$ cat src/rtl/bsam_pkg.sv
// bsam_pkg: shared types and constants for the binary search / all-matches block
// holds the item and result structs, command codes, datapath op codes and status struct
// no dependencies
package bsam_pkg;

  // default sizing of the value table
  localparam int unsigned TABLE_DEPTH_DEF = 64;
  localparam int unsigned VALUE_WIDTH_DEF = 32;

  // fixed field widths of the item and result
  localparam int unsigned INDEX_W = 6;
  localparam int unsigned FIELD_W = 32;
  localparam int unsigned COUNT_W = 7;

  // item command codes
  localparam logic CMD_WRITE  = 1'b0;
  localparam logic CMD_SEARCH = 1'b1;

  // one input item
  typedef struct packed {
    logic                      cmd;
    logic [INDEX_W-1:0]        entry_index;
    logic signed [FIELD_W-1:0] entry_value;
    logic signed [FIELD_W-1:0] search_key;
  } item_t;

  // one result item
  typedef struct packed {
    logic               found;
    logic [INDEX_W-1:0] match_index;
    logic               last_result;
  } result_t;

  // operations the controller asks of the datapath
  typedef enum logic [3:0] {
    OP_IDLE,
    OP_WRITE,
    OP_LOAD,
    OP_PROBE,
    OP_PCMP,
    OP_LREAD,
    OP_LCMP,
    OP_RINIT,
    OP_RREAD,
    OP_RCMP,
    OP_MISS,
    OP_FLUSH
  } dp_op_e;

  // datapath status back to the controller
  typedef struct packed {
    logic empty;      // search range exhausted
    logic eq;         // read entry equals key
    logic mid_zero;   // probe index is zero
    logic walk_zero;  // walk index is zero
    logic walk_end;   // walk index reached entries in use
  } dp_status_t;

endpackage

$ cat src/rtl/bsam_ram.sv
// bsam_ram: generic single-write, single-read RAM with registered read data
// parameters WIDTH and DEPTH; no package dependencies
module bsam_ram #(
  parameter int unsigned WIDTH = 32,
  parameter int unsigned DEPTH = 64,
  localparam int unsigned AW = (DEPTH > 1) ? $clog2(DEPTH) : 1
) (
  input  logic             clk_i,
  input  logic             we_i,
  input  logic [AW-1:0]    waddr_i,
  input  logic [WIDTH-1:0] wdata_i,
  input  logic [AW-1:0]    raddr_i,
  output logic [WIDTH-1:0] rdata_o
);

  logic [WIDTH-1:0] mem_q [DEPTH];
  logic [WIDTH-1:0] rdata_q;

  // write port and registered read port
  always_ff @(posedge clk_i) begin
    if (we_i) begin
      mem_q[waddr_i] <= wdata_i;
    end
    rdata_q <= mem_q[raddr_i];
  end

  assign rdata_o = rdata_q;

endmodule

$ cat src/rtl/bsam_ctrl.sv
// bsam_ctrl: controller state machine sequencing probes, left walk and right walk
// depends on bsam_pkg (op codes, status struct, command codes)
module bsam_ctrl (
  input  logic                  clk_i,
  input  logic                  rst_ni,
  input  logic                  start_i,
  input  logic                  cmd_i,
  input  bsam_pkg::dp_status_t  status_i,
  output bsam_pkg::dp_op_e      op_o,
  output logic                  busy_o
);

  typedef enum logic [3:0] {
    ST_IDLE,
    ST_PROBE,
    ST_PCMP,
    ST_LREAD,
    ST_LCMP,
    ST_RINIT,
    ST_RREAD,
    ST_RCMP,
    ST_DONE
  } state_e;

  state_e state_q, state_d;
  logic   busy_q;
  bsam_pkg::dp_op_e op;

  // next state and op decode
  always_comb begin
    state_d = state_q;
    op      = bsam_pkg::OP_IDLE;
    case (state_q)
      ST_IDLE: begin
        if (start_i) begin
          if (cmd_i == bsam_pkg::CMD_SEARCH) begin
            op      = bsam_pkg::OP_LOAD;
            state_d = ST_PROBE;
          end else begin
            op = bsam_pkg::OP_WRITE;
          end
        end
      end
      ST_PROBE: begin
        if (status_i.empty) begin
          op      = bsam_pkg::OP_MISS;
          state_d = ST_IDLE;
        end else begin
          op      = bsam_pkg::OP_PROBE;
          state_d = ST_PCMP;
        end
      end
      ST_PCMP: begin
        op = bsam_pkg::OP_PCMP;
        if (status_i.eq) begin
          state_d = status_i.mid_zero ? ST_RINIT : ST_LREAD;
        end else begin
          state_d = ST_PROBE;
        end
      end
      ST_LREAD: begin
        op      = bsam_pkg::OP_LREAD;
        state_d = ST_LCMP;
      end
      ST_LCMP: begin
        op      = bsam_pkg::OP_LCMP;
        state_d = (status_i.eq && !status_i.walk_zero) ? ST_LREAD : ST_RINIT;
      end
      ST_RINIT: begin
        op      = bsam_pkg::OP_RINIT;
        state_d = ST_RREAD;
      end
      ST_RREAD: begin
        if (status_i.walk_end) begin
          op      = bsam_pkg::OP_FLUSH;
          state_d = ST_IDLE;
        end else begin
          op      = bsam_pkg::OP_RREAD;
          state_d = ST_RCMP;
        end
      end
      ST_RCMP: begin
        op      = bsam_pkg::OP_RCMP;
        state_d = status_i.eq ? ST_RREAD : ST_DONE;
      end
      ST_DONE: begin
        op      = bsam_pkg::OP_FLUSH;
        state_d = ST_IDLE;
      end
      default: begin
        state_d = ST_IDLE;
      end
    endcase
  end

  // state and registered busy flag
  always_ff @(posedge clk_i or negedge rst_ni) begin
    if (!rst_ni) begin
      state_q <= ST_IDLE;
      busy_q  <= 1'b0;
    end else begin
      state_q <= state_d;
      busy_q  <= (state_d != ST_IDLE);
    end
  end

  assign op_o   = op;
  assign busy_o = busy_q;

endmodule

$ cat src/rtl/bsam_dp.sv
// bsam_dp: datapath with the value table, search bounds, walk pointer and result register
// depends on bsam_pkg and bsam_ram
module bsam_dp #(
  parameter int unsigned TABLE_DEPTH = bsam_pkg::TABLE_DEPTH_DEF,
  parameter int unsigned VALUE_WIDTH = bsam_pkg::VALUE_WIDTH_DEF
) (
  input  logic                            clk_i,
  input  logic                            rst_ni,
  input  bsam_pkg::dp_op_e                op_i,
  input  bsam_pkg::item_t                 item_i,
  input  logic                            cfg_we_i,
  input  logic [bsam_pkg::COUNT_W-1:0]    cfg_data_i,
  output bsam_pkg::dp_status_t            status_o,
  output logic                            result_valid_o,
  output bsam_pkg::result_t               result_o
);

  localparam int unsigned AW = (TABLE_DEPTH > 1) ? $clog2(TABLE_DEPTH) : 1;
  localparam int unsigned CW = $clog2(TABLE_DEPTH + 1);

  logic [CW-1:0]          n_q, lo_q, hi_q, walk_q;
  logic [AW-1:0]          hit_q, pend_q;
  logic [VALUE_WIDTH-1:0] key_q;
  logic                   res_valid_q;
  bsam_pkg::result_t      res_q;

  logic [CW:0]            mid_sum;
  logic [CW-1:0]          mid;
  logic [AW-1:0]          raddr;
  logic [VALUE_WIDTH-1:0] rdata;
  logic [63:0]            wext, kext;
  logic                   we, eq, gt;
  logic                   emit;
  bsam_pkg::result_t      emit_res;

  // sign-extend the fixed-width fields to 64 bits; the table keeps the low VALUE_WIDTH bits
  assign wext = 64'(item_i.entry_value);
  assign kext = 64'(item_i.search_key);

  // writes beyond the table are dropped
  assign we = (op_i == bsam_pkg::OP_WRITE) &&
              ({1'b0, item_i.entry_index} < 7'(TABLE_DEPTH));

  // probe index: floor of (lo + hi - 1) / 2 with hi exclusive
  assign mid_sum = (CW+1)'(lo_q) + (CW+1)'(hi_q) - (CW+1)'(1);
  assign mid     = mid_sum[CW:1];
  assign raddr   = (op_i == bsam_pkg::OP_PROBE) ? mid[AW-1:0] : walk_q[AW-1:0];

  bsam_ram #(
    .WIDTH (VALUE_WIDTH),
    .DEPTH (TABLE_DEPTH)
  ) u_ram (
    .clk_i   (clk_i),
    .we_i    (we),
    .waddr_i (item_i.entry_index[AW-1:0]),
    .wdata_i (wext[VALUE_WIDTH-1:0]),
    .raddr_i (raddr),
    .rdata_o (rdata)
  );

  // compare read entry against key as signed values
  assign eq = (rdata == key_q);
  assign gt = ($signed(rdata) > $signed(key_q));

  assign status_o.empty     = (lo_q >= hi_q);
  assign status_o.eq        = eq;
  assign status_o.mid_zero  = (mid == '0);
  assign status_o.walk_zero = (walk_q == '0);
  assign status_o.walk_end  = (walk_q >= n_q);

  // result emission: pending match goes out once it is known whether more follow
  always_comb begin
    emit     = 1'b0;
    emit_res = '0;
    case (op_i)
      bsam_pkg::OP_MISS: begin
        emit                 = 1'b1;
        emit_res.last_result = 1'b1;
      end
      bsam_pkg::OP_FLUSH: begin
        emit                 = 1'b1;
        emit_res.found       = 1'b1;
        emit_res.match_index = bsam_pkg::INDEX_W'(pend_q);
        emit_res.last_result = 1'b1;
      end
      bsam_pkg::OP_LCMP, bsam_pkg::OP_RCMP: begin
        emit                 = eq;
        emit_res.found       = 1'b1;
        emit_res.match_index = bsam_pkg::INDEX_W'(pend_q);
      end
      default: begin
        emit = 1'b0;
      end
    endcase
  end

  // entry count register and result strobe
  always_ff @(posedge clk_i or negedge rst_ni) begin
    if (!rst_ni) begin
      n_q         <= '0;
      res_valid_q <= 1'b0;
    end else begin
      if (cfg_we_i) begin
        if (cfg_data_i > 7'(TABLE_DEPTH)) begin
          n_q <= CW'(TABLE_DEPTH);
        end else begin
          n_q <= CW'(cfg_data_i);
        end
      end
      res_valid_q <= emit;
    end
  end

  // key, search bounds, walk pointer, pending match and result register
  always_ff @(posedge clk_i) begin
    if (emit) begin
      res_q <= emit_res;
    end
    case (op_i)
      bsam_pkg::OP_LOAD: begin
        key_q <= kext[VALUE_WIDTH-1:0];
        lo_q  <= '0;
        hi_q  <= n_q;
      end
      bsam_pkg::OP_PCMP: begin
        if (eq) begin
          hit_q  <= mid[AW-1:0];
          pend_q <= mid[AW-1:0];
          walk_q <= mid - CW'(1);
        end else if (gt) begin
          hi_q <= mid;
        end else begin
          lo_q <= mid + CW'(1);
        end
      end
      bsam_pkg::OP_LCMP: begin
        if (eq) begin
          pend_q <= walk_q[AW-1:0];
          walk_q <= walk_q - CW'(1);
        end
      end
      bsam_pkg::OP_RINIT: begin
        walk_q <= CW'(hit_q) + CW'(1);
      end
      bsam_pkg::OP_RCMP: begin
        if (eq) begin
          pend_q <= walk_q[AW-1:0];
          walk_q <= walk_q + CW'(1);
        end
      end
      default: begin
      end
    endcase
  end

  assign result_valid_o = res_valid_q;
  assign result_o       = res_q;

endmodule

$ cat src/rtl/binary_search_all_matches.sv
// Binary search over a table of signed values, reporting every index equal to the key.
// Write items fill the table. entry_count arrives on cfg_data_i, is saturated to TABLE_DEPTH
// and sets how many entries from index zero are searched. It is taken only while busy is low.
// A write item is done once accepted; it gives no result and leaves busy low. A search item
// keeps busy high through its binary-search probes (at most log2(TABLE_DEPTH)+1 probes), each
// a read state then a compare state, because the table RAM has a single registered read port.
// A miss then ends the search. A hit then walks left and then right from the matching index,
// a read and a compare state per further matching index, and ends by flushing the pending
// match as the final result. Results come one per strobe on result_valid_o, and last_result
// marks the end of a search. Non-final strobes fall while busy is high. The final strobe falls
// in the cycle in which busy first reads low. The receiver cannot hold results off.
// top level: depends on bsam_pkg, bsam_ctrl, bsam_dp (and bsam_ram below it)
module binary_search_all_matches #(
  parameter int unsigned TABLE_DEPTH = bsam_pkg::TABLE_DEPTH_DEF,
  parameter int unsigned VALUE_WIDTH = bsam_pkg::VALUE_WIDTH_DEF
) (
  input  logic                         clk_i,
  input  logic                         rst_ni,
  input  logic                         start,
  output logic                         busy,
  input  bsam_pkg::item_t              item_i,
  output logic                         result_valid_o,
  output bsam_pkg::result_t            result_o,
  input  logic                         cfg_valid,
  output logic                         cfg_ready,
  input  logic [bsam_pkg::COUNT_W-1:0] cfg_data_i
);

  bsam_pkg::dp_op_e     op;
  bsam_pkg::dp_status_t status;
  logic                 busy_int;

  // controller
  bsam_ctrl u_ctrl (
    .clk_i    (clk_i),
    .rst_ni   (rst_ni),
    .start_i  (start),
    .cmd_i    (item_i.cmd),
    .status_i (status),
    .op_o     (op),
    .busy_o   (busy_int)
  );

  // datapath
  bsam_dp #(
    .TABLE_DEPTH (TABLE_DEPTH),
    .VALUE_WIDTH (VALUE_WIDTH)
  ) u_dp (
    .clk_i          (clk_i),
    .rst_ni         (rst_ni),
    .op_i           (op),
    .item_i         (item_i),
    .cfg_we_i       (cfg_valid && cfg_ready),
    .cfg_data_i     (cfg_data_i),
    .status_o       (status),
    .result_valid_o (result_valid_o),
    .result_o       (result_o)
  );

  // configuration taken only while no search is running
  assign busy      = busy_int;
  assign cfg_ready = !busy_int;

endmodule

$ cat config.mk
export PLATFORM = sky130hd
export DESIGN_NAME = binary_search_all_matches
export DESIGN_NICKNAME = d
export VERILOG_FILES = /design/src/rtl/bsam_pkg.sv /design/src/rtl/bsam_ram.sv /design/src/rtl/bsam_ctrl.sv /design/src/rtl/bsam_dp.sv /design/src/rtl/binary_search_all_matches.sv
export SDC_FILE = /design/constraint.sdc
export NUM_CORES = 2
export LEC_CHECK = 0
export BUFFER_PORTS_ARGS = -buffer_cell sky130_fd_sc_hd__buf_2
export CORE_MARGIN = 2
export CORE_UTILIZATION = 44
export DETAILED_ROUTE_END_ITERATION = 10
export GPL_ROUTABILITY_DRIVEN = 0
export PLACE_DENSITY_LB_ADDON = 0.25
export SLEW_MARGIN = 15
export SYNTH_ARGS = -nofsm -noshare
export SYNTH_HDL_FRONTEND = slang
export SYNTH_SLANG_ARGS = --single-unit
$ cat constraint.sdc
create_clock -name clk_i -period 3.7 [get_ports clk_i]
set_clock_uncertainty 0.2 [all_clocks]
set_input_delay 0.74 -clock clk_i [delete_from_list [all_inputs] [get_ports clk_i]]
set_output_delay 0.74 -clock clk_i [all_outputs]
set_load 0.03 [all_outputs]
[Yosys cells after proc, flatten, opt, wreduce, memory -nomap -nowiden]
Memory sizes are Yosys's and may differ from the RTL's. A register that Yosys moved wholly into a read port is not among the register bits.
Index checks and enable logic that the tools add are counted.
Word-level totals
  register bits: 86
  latch bits: 0
  bits in writable memories: 2048
  bits in read-only memories: 0
  output and inout bits: 11
  word-level logic and storage cells: 103
  memories kept: 1
Memory list
  u_dp.u_ram.mem_q: words 64, bits a word 32, read ports 1, clocked after Yosys merged registers in 1, wr ports 1, line bsam_ram.sv:16  | logic [WIDTH-1:0] mem_q [DEPTH];
Operators by class
  $add $sub $neg: 7
  $mul: 0
  div/mod/pow operators: 0
  $lt $le $gt $ge: 4
  eq/ne operators: 25
  shift-type cells: 0
  mux-type cells: 34
  bitwise operators: 0
  reductions and logical operators: 19
Operator list (count)
  2-to-1 mux 7 bit: 9
  one-hot mux 4 bit (9 select lines): 1
  equality test 32 bit: 1
  greater-than comparator 32 bit: 1
  one-hot mux 4 bit (8 select lines): 1
  equality test 4 x 3 -> 1 bit, second input constant: 7
  one-hot mux 7 bit (2 select lines): 2
  one-hot mux 7 bit (4 select lines): 1
  2-to-1 mux 4 bit: 6
  2-to-1 mux 6 bit: 3
  equality test 4 x 2 -> 1 bit, second input constant: 4
  equality test 4 bit, second input constant: 4
  adder 7 x 1 -> 7 bit, second input constant: 2
  greater-or-equal comparator 7 bit: 2
  zero test 7 bit: 2
  subtractor 7 x 1 -> 7 bit, second input constant: 2
  one-hot mux 6 bit (2 select lines): 1
  inequality test 2 x 1 -> 1 bit, second input constant: 5
  2-to-1 mux 3 bit: 3
  AND reduction 3 bit: 3
  adder 7 x 7 -> 8 bit: 1
  equality test 4 x 1 -> 1 bit, second input constant: 2
  nonzero test 4 bit: 2
  subtractor 8 x 1 -> 8 bit, second input constant: 1
  other kinds (14): 23

[Logic depth before layout (Yosys ltp)]
  depth in word-level cells: 7
  mapped depth: 16
  gate-level depth less buffers: 14

[By module]
From an unflattened synthesis, not the netlist that was laid out.
Second synthesis, totals
  cell total of the unflattened synthesis: 3883
  area, all modules: 84144.5 um^2
Modules (own cells, without submodules)
  bsam_ram: instances 1, cells an instance 3324, area an instance 78515.3 um^2
  bsam_dp: instances 1, cells an instance 501, area an instance 5132.4 um^2
  bsam_ctrl: instances 1, cells an instance 56, area an instance 486.7 um^2
  binary_search_all_matches: instances 1, cells an instance 2, area an instance 10.0 um^2

[Worst setup path before layout]
Ideal clock, no wire load.
  kind: input to register
  start point: input item_i[69] in the netlist's numbering
  end point: memory u_dp.u_ram.mem_q[38][0], enable pin
  setup time: 0.421 ns
  arrival time: 2.938 ns
  path slack: 0.141 ns
  stages on the path: 4
  cell sequence: clkbuf_1 or3b_2 buf_1 nor2_1
RTL lines
  from (decl): line binary_search_all_matches.sv:21  | input bsam_pkg::item_t item_i,
  to (decl): line bsam_ram.sv:16
No word-level cell before the write port.

[Worst setup path after layout]
  start point: register u_dp.lo_q[2]
  end point: register u_dp.u_ram.rdata_q[12] (netlist: u_dp.u_ram.rdata_o[12]) (read register of u_dp.u_ram.mem_q)
Between the ends
  cells in the longest elaborated chain, start to end: 5
  elaborated cells between the ends (all ways): 7
  those cells by class: add/sub (2); order compare (1); eq/ne (1); mux (3)
RTL lines
  from (decl): line bsam_dp.sv:21  | logic [CW-1:0] n_q, lo_q, hi_q, walk_q;
  from (signal assigned): line bsam_dp.sv:133  | lo_q <= mid + CW'(1);
  parallel branches: the longest is 4 deep, another holds adder 7 x 7 -> 8 bit
  2-to-1 mux 6 bit *: line bsam_dp.sv:47  | assign raddr = (op_i == bsam_pkg::OP_PROBE) ? mid[AW-1:0] : walk_q[AW-1:0];
  to (decl): line bsam_ram.sv:17  | logic [WIDTH-1:0] rdata_q;
Every way passes the cells marked *.
A chain may end at the register's enable or synchronous reset.

==> metrics.yaml <==
sta:
  hold_viol_final: 0
  setup_viol: 32
  worst-slew-pin-transition_ns: 1.20
  finalCritPeriodShare: 1.06
  tns_ns: -3.67
  drv_slew: 0
  fmax_mhz: 254
  layout_min_cycle_time_ns: 3.94
  rsz0062_at_grt: "yes"
  setup_slack_ns: -0.237
  maxSlewHeadroom: 0.198
routing:
  vias: 61800
  drt_wl_total_mm: 298
  drc: 0
  drt-initial-drc-count: 8656
  drt-wirelength-per-cell_um: 28.6
  dr.pass1.iters: 9
  vias_per_cell: 5.92
  antenna_left: 0
die:
  coreArea_um2: 195000
  initial_core_util: 0.444
  rows: 162
  die_height_um: 448
  die-area_um2: 200000
  io_pins: 93
  fp.dieW_um: 448
global_route:
  grt_pass1_vias: 58100
  antenna_found_initial: 31
  grt_max_degree: 65
  grt_usage: 0.287
  grt_pass1_wl_mm: 413
  grt_remaining_overflow: 0
power_and_ir_drop:
  totalPowerFinal_mw: 104
  power_leakage_nw: 39.2
  p_per_area_nw_per_um2: 936
  ir_drop_v: 0.000784
worst_setup_path:
  cpPeakStageDelay_ns: 0.46
  arrival_ns: 4.49
  crit_path_end_kind: "register"
  r2r_slack_ns: -0.24
  slowest_stage: "or4_1"
  start_kind: "register"
  path_class: "reg2reg"
  required_ns: 4.25
  crit_fanout: 9
  crit_chain: "buf_4 -> ha_4 -> or2_4 -> o221ai_4 -> nand3_4 -> buf_4 -> buf_6 -> o21ai_4 -> buf_12 -> buf_16 -> buf_12 -> buf_12 -> buf_8 -> buf_16 -> buf_4 -> nand3_1 -> nand3_2 -> a41oi_4 -> or4_1"
clock_network:
  cts.sinks: 2166
  cts_made_buffers: 216
  clk_path_buf_depth: 3
  cts_tree: "yes"
  htreeDepth: 4
  cts_root_buf: "clkbuf_16"
  cts.clk_slew.worst_paths_ns: 0.06
  clk_latency_ns: 0.89
layout:
  nNetsFinal: 7751
  drive_above_1_share: 0.234
  num-fill-cells: 15100
  area_growth_pct: 28.7
placement:
  port_buffers: 92
  dpl_worst_slack_ns: -0.503
  place_hpwl_mm: 163
synth:
  syn_area_um2: 86600
  yosysUniqueCellTypes: 64
  synth-main-ff-cell: "edfxtp_1"
  postSynthAreaPerCell_um2: 12.6
  ys_async_sr_fraction: 0.00600
  ys_seq_area_frac: 0.746
  yosys_warnings: 0
  yosys_register_bits: 2166
  syn_nets: 7012
  synth_cells: 6866
  synth_edf_count: 2121
hold_path:
  hold_class: "in2reg"
flow_run:
  max-cap-violations: 0
status:
  status: "complete, but fails checks"
  violations: "setup timing"
cell usage in the layout, fill, tap and decap left out, types with 40 or more instances in the layout:
cell type / netlist / layout
clkinv_2: 0 / 40
clkbuf_16: 0 / 240
edfxtp_1: 2121 / 2121
nand2_1: 2114 / 2090
clkbuf_1: 141 / 42
clkinv_1: 0 / 56
buf_2: 269 / 84
buf_12: 0 / 223
a41oi_2: 0 / 66
nand3_2: 1 / 311
dlygate4sd3_1: 0 / 41
nor2_4: 1 / 65
inv_1: 77 / 67
nand3_1: 1554 / 1203
nand3_4: 0 / 41
buf_6: 1 / 75
ha_1: 63 / 56
buf_4: 5 / 402
buf_16: 0 / 73
sequential cells by signal, indices dropped and copies added (netlist names):
| signal | flops |
|---|---|
| u_dp.u_ram.mem_q | 2048 |
| u_dp.key_q | 32 |
| u_dp.u_ram.rdata_o | 32 |
| u_dp.result_o | 8 |
| u_dp.hi_q | 7 |
| u_dp.lo_q | 7 |
| u_dp.n_q | 7 |
| u_dp.walk_q | 7 |
| u_dp.hit_q | 6 |
| u_dp.pend_q | 6 |
| u_ctrl.state_q | 4 |
| u_ctrl.busy_o | 1 |
| u_dp.result_valid_o | 1 |
cells in the mapped netlist, drive strengths merged, types with 9 or more instances:
cell type  instances  share of area
or4               33         0.0029
dfxtp             32         0.0074
dfrtp             13         0.0038
xnor2             13         0.0013
o21ai             33         0.0020
inv               78         0.0034
nand2b             9        0.00065
edfxtp          2121           0.74
nand4              9        0.00065
ha                63         0.0091
nor2b             14         0.0010
mux2i             11         0.0013
nand3           1555          0.090
nand2           2114          0.092
a21o              15         0.0013
a41oi            128          0.013
nor2              94         0.0042
clkbuf           141         0.0061
a21oi             23         0.0013
buf              290          0.017
worst paths after layout:
path                               from                       end  cells past startpoint
setup / recovery           u_dp.lo_q[2]    u_dp.u_ram.rdata_o[12]                     19
hold / removal               item_i[56]  u_dp.u_ram.mem_q[55][24]                      1
setup reg to reg           u_dp.lo_q[2]    u_dp.u_ram.rdata_o[12]                     19
hold reg to reg             u_dp.n_q[2]               u_dp.n_q[2]                      2
max in group asynchronous        rst_ni               u_dp.n_q[0]                      2
min in group asynchronous        rst_ni             u_ctrl.busy_o                      2
kinds of logic (layout without fill, tap and decap cells):
logic type,count (synthesis),in the layout,share of synthesized area
buffers and inverters,509,1439,0.0262
DFF,2166,2166,0.746
AOI/OAI and AO/OA,238,238,0.0213
muxes,13,13,0.00153
other,0,14,0
xor gates and xnor gates,19,19,0.00192
and+or+nand+nor,3856,3856,0.193
adders and majority gates,65,65,0.00945
stage by stage:
stage / cell area [µm²] / hold slack, ns / cells / util
4_1_cts: 108000 / 0.0371 / 10400 / 0.555
3_3_place_gp: 95700 / 0.270 / 9741 / 0.490
5_1_grt: 111000 / 0.0675 / 10400 / 0.571
6_report: 111000 / 0.0810 / 10400 / 0.571
2_1_floorplan: 86600 / 0.244 / 6866 / -
3_5_place_dp: 95700 / 0.274 / 9741 / 0.490
critical path: cells and delay by family (launching register included):
kind / cells / cell delay [ns]
and+or+nand+nor: 5 / 1.07
AOI/OAI and AO/OA: 3 / 0.59
adders and majority gates: 1 / 0.16
buffers and inverters: 10 / 1.44
DFF: 1 / 0.40
repair_timing:
action                                  4_1_cts  5_1_grt
pin swaps                                   142      156
cloned                                       63       23
hold buffers                                 41        0
hold endpoints to repair                     52        0
gates resized for setup                     448      412
setup buffers                               106       59
endpoints found under the setup margin       47       47
where the power goes:
group | switching [mW] | internal [mW]
Sequential | 0.660 | 27.6
Combinational | 31.2 | 22.7
Clock | 9.68 | 12.5
per-layer routing:
| metal | track usage | wire [µm] |
|---|---|---|
| met1 | 0.395 | 114000 |
| met2 | 0.452 | 138000 |
| met3 | 0.0577 | 33400 |
| met4 | 0.110 | 12400 |
| met5 | 0 | 31 |
layout make-up:
type                    count  area, µm²  area share
flip-flops and latches   2166      64700       0.580
multi-input cells        4191      23700       0.213
repair buffers            952      12300       0.111
clock buffers             265       5680      0.0510
well taps                2624       3280      0.0295
clock inverters           144       1460      0.0131
inverters                  78        295     0.00265
diodes                     14       35.0    0.000314
(Power assumes the default switching activity.)
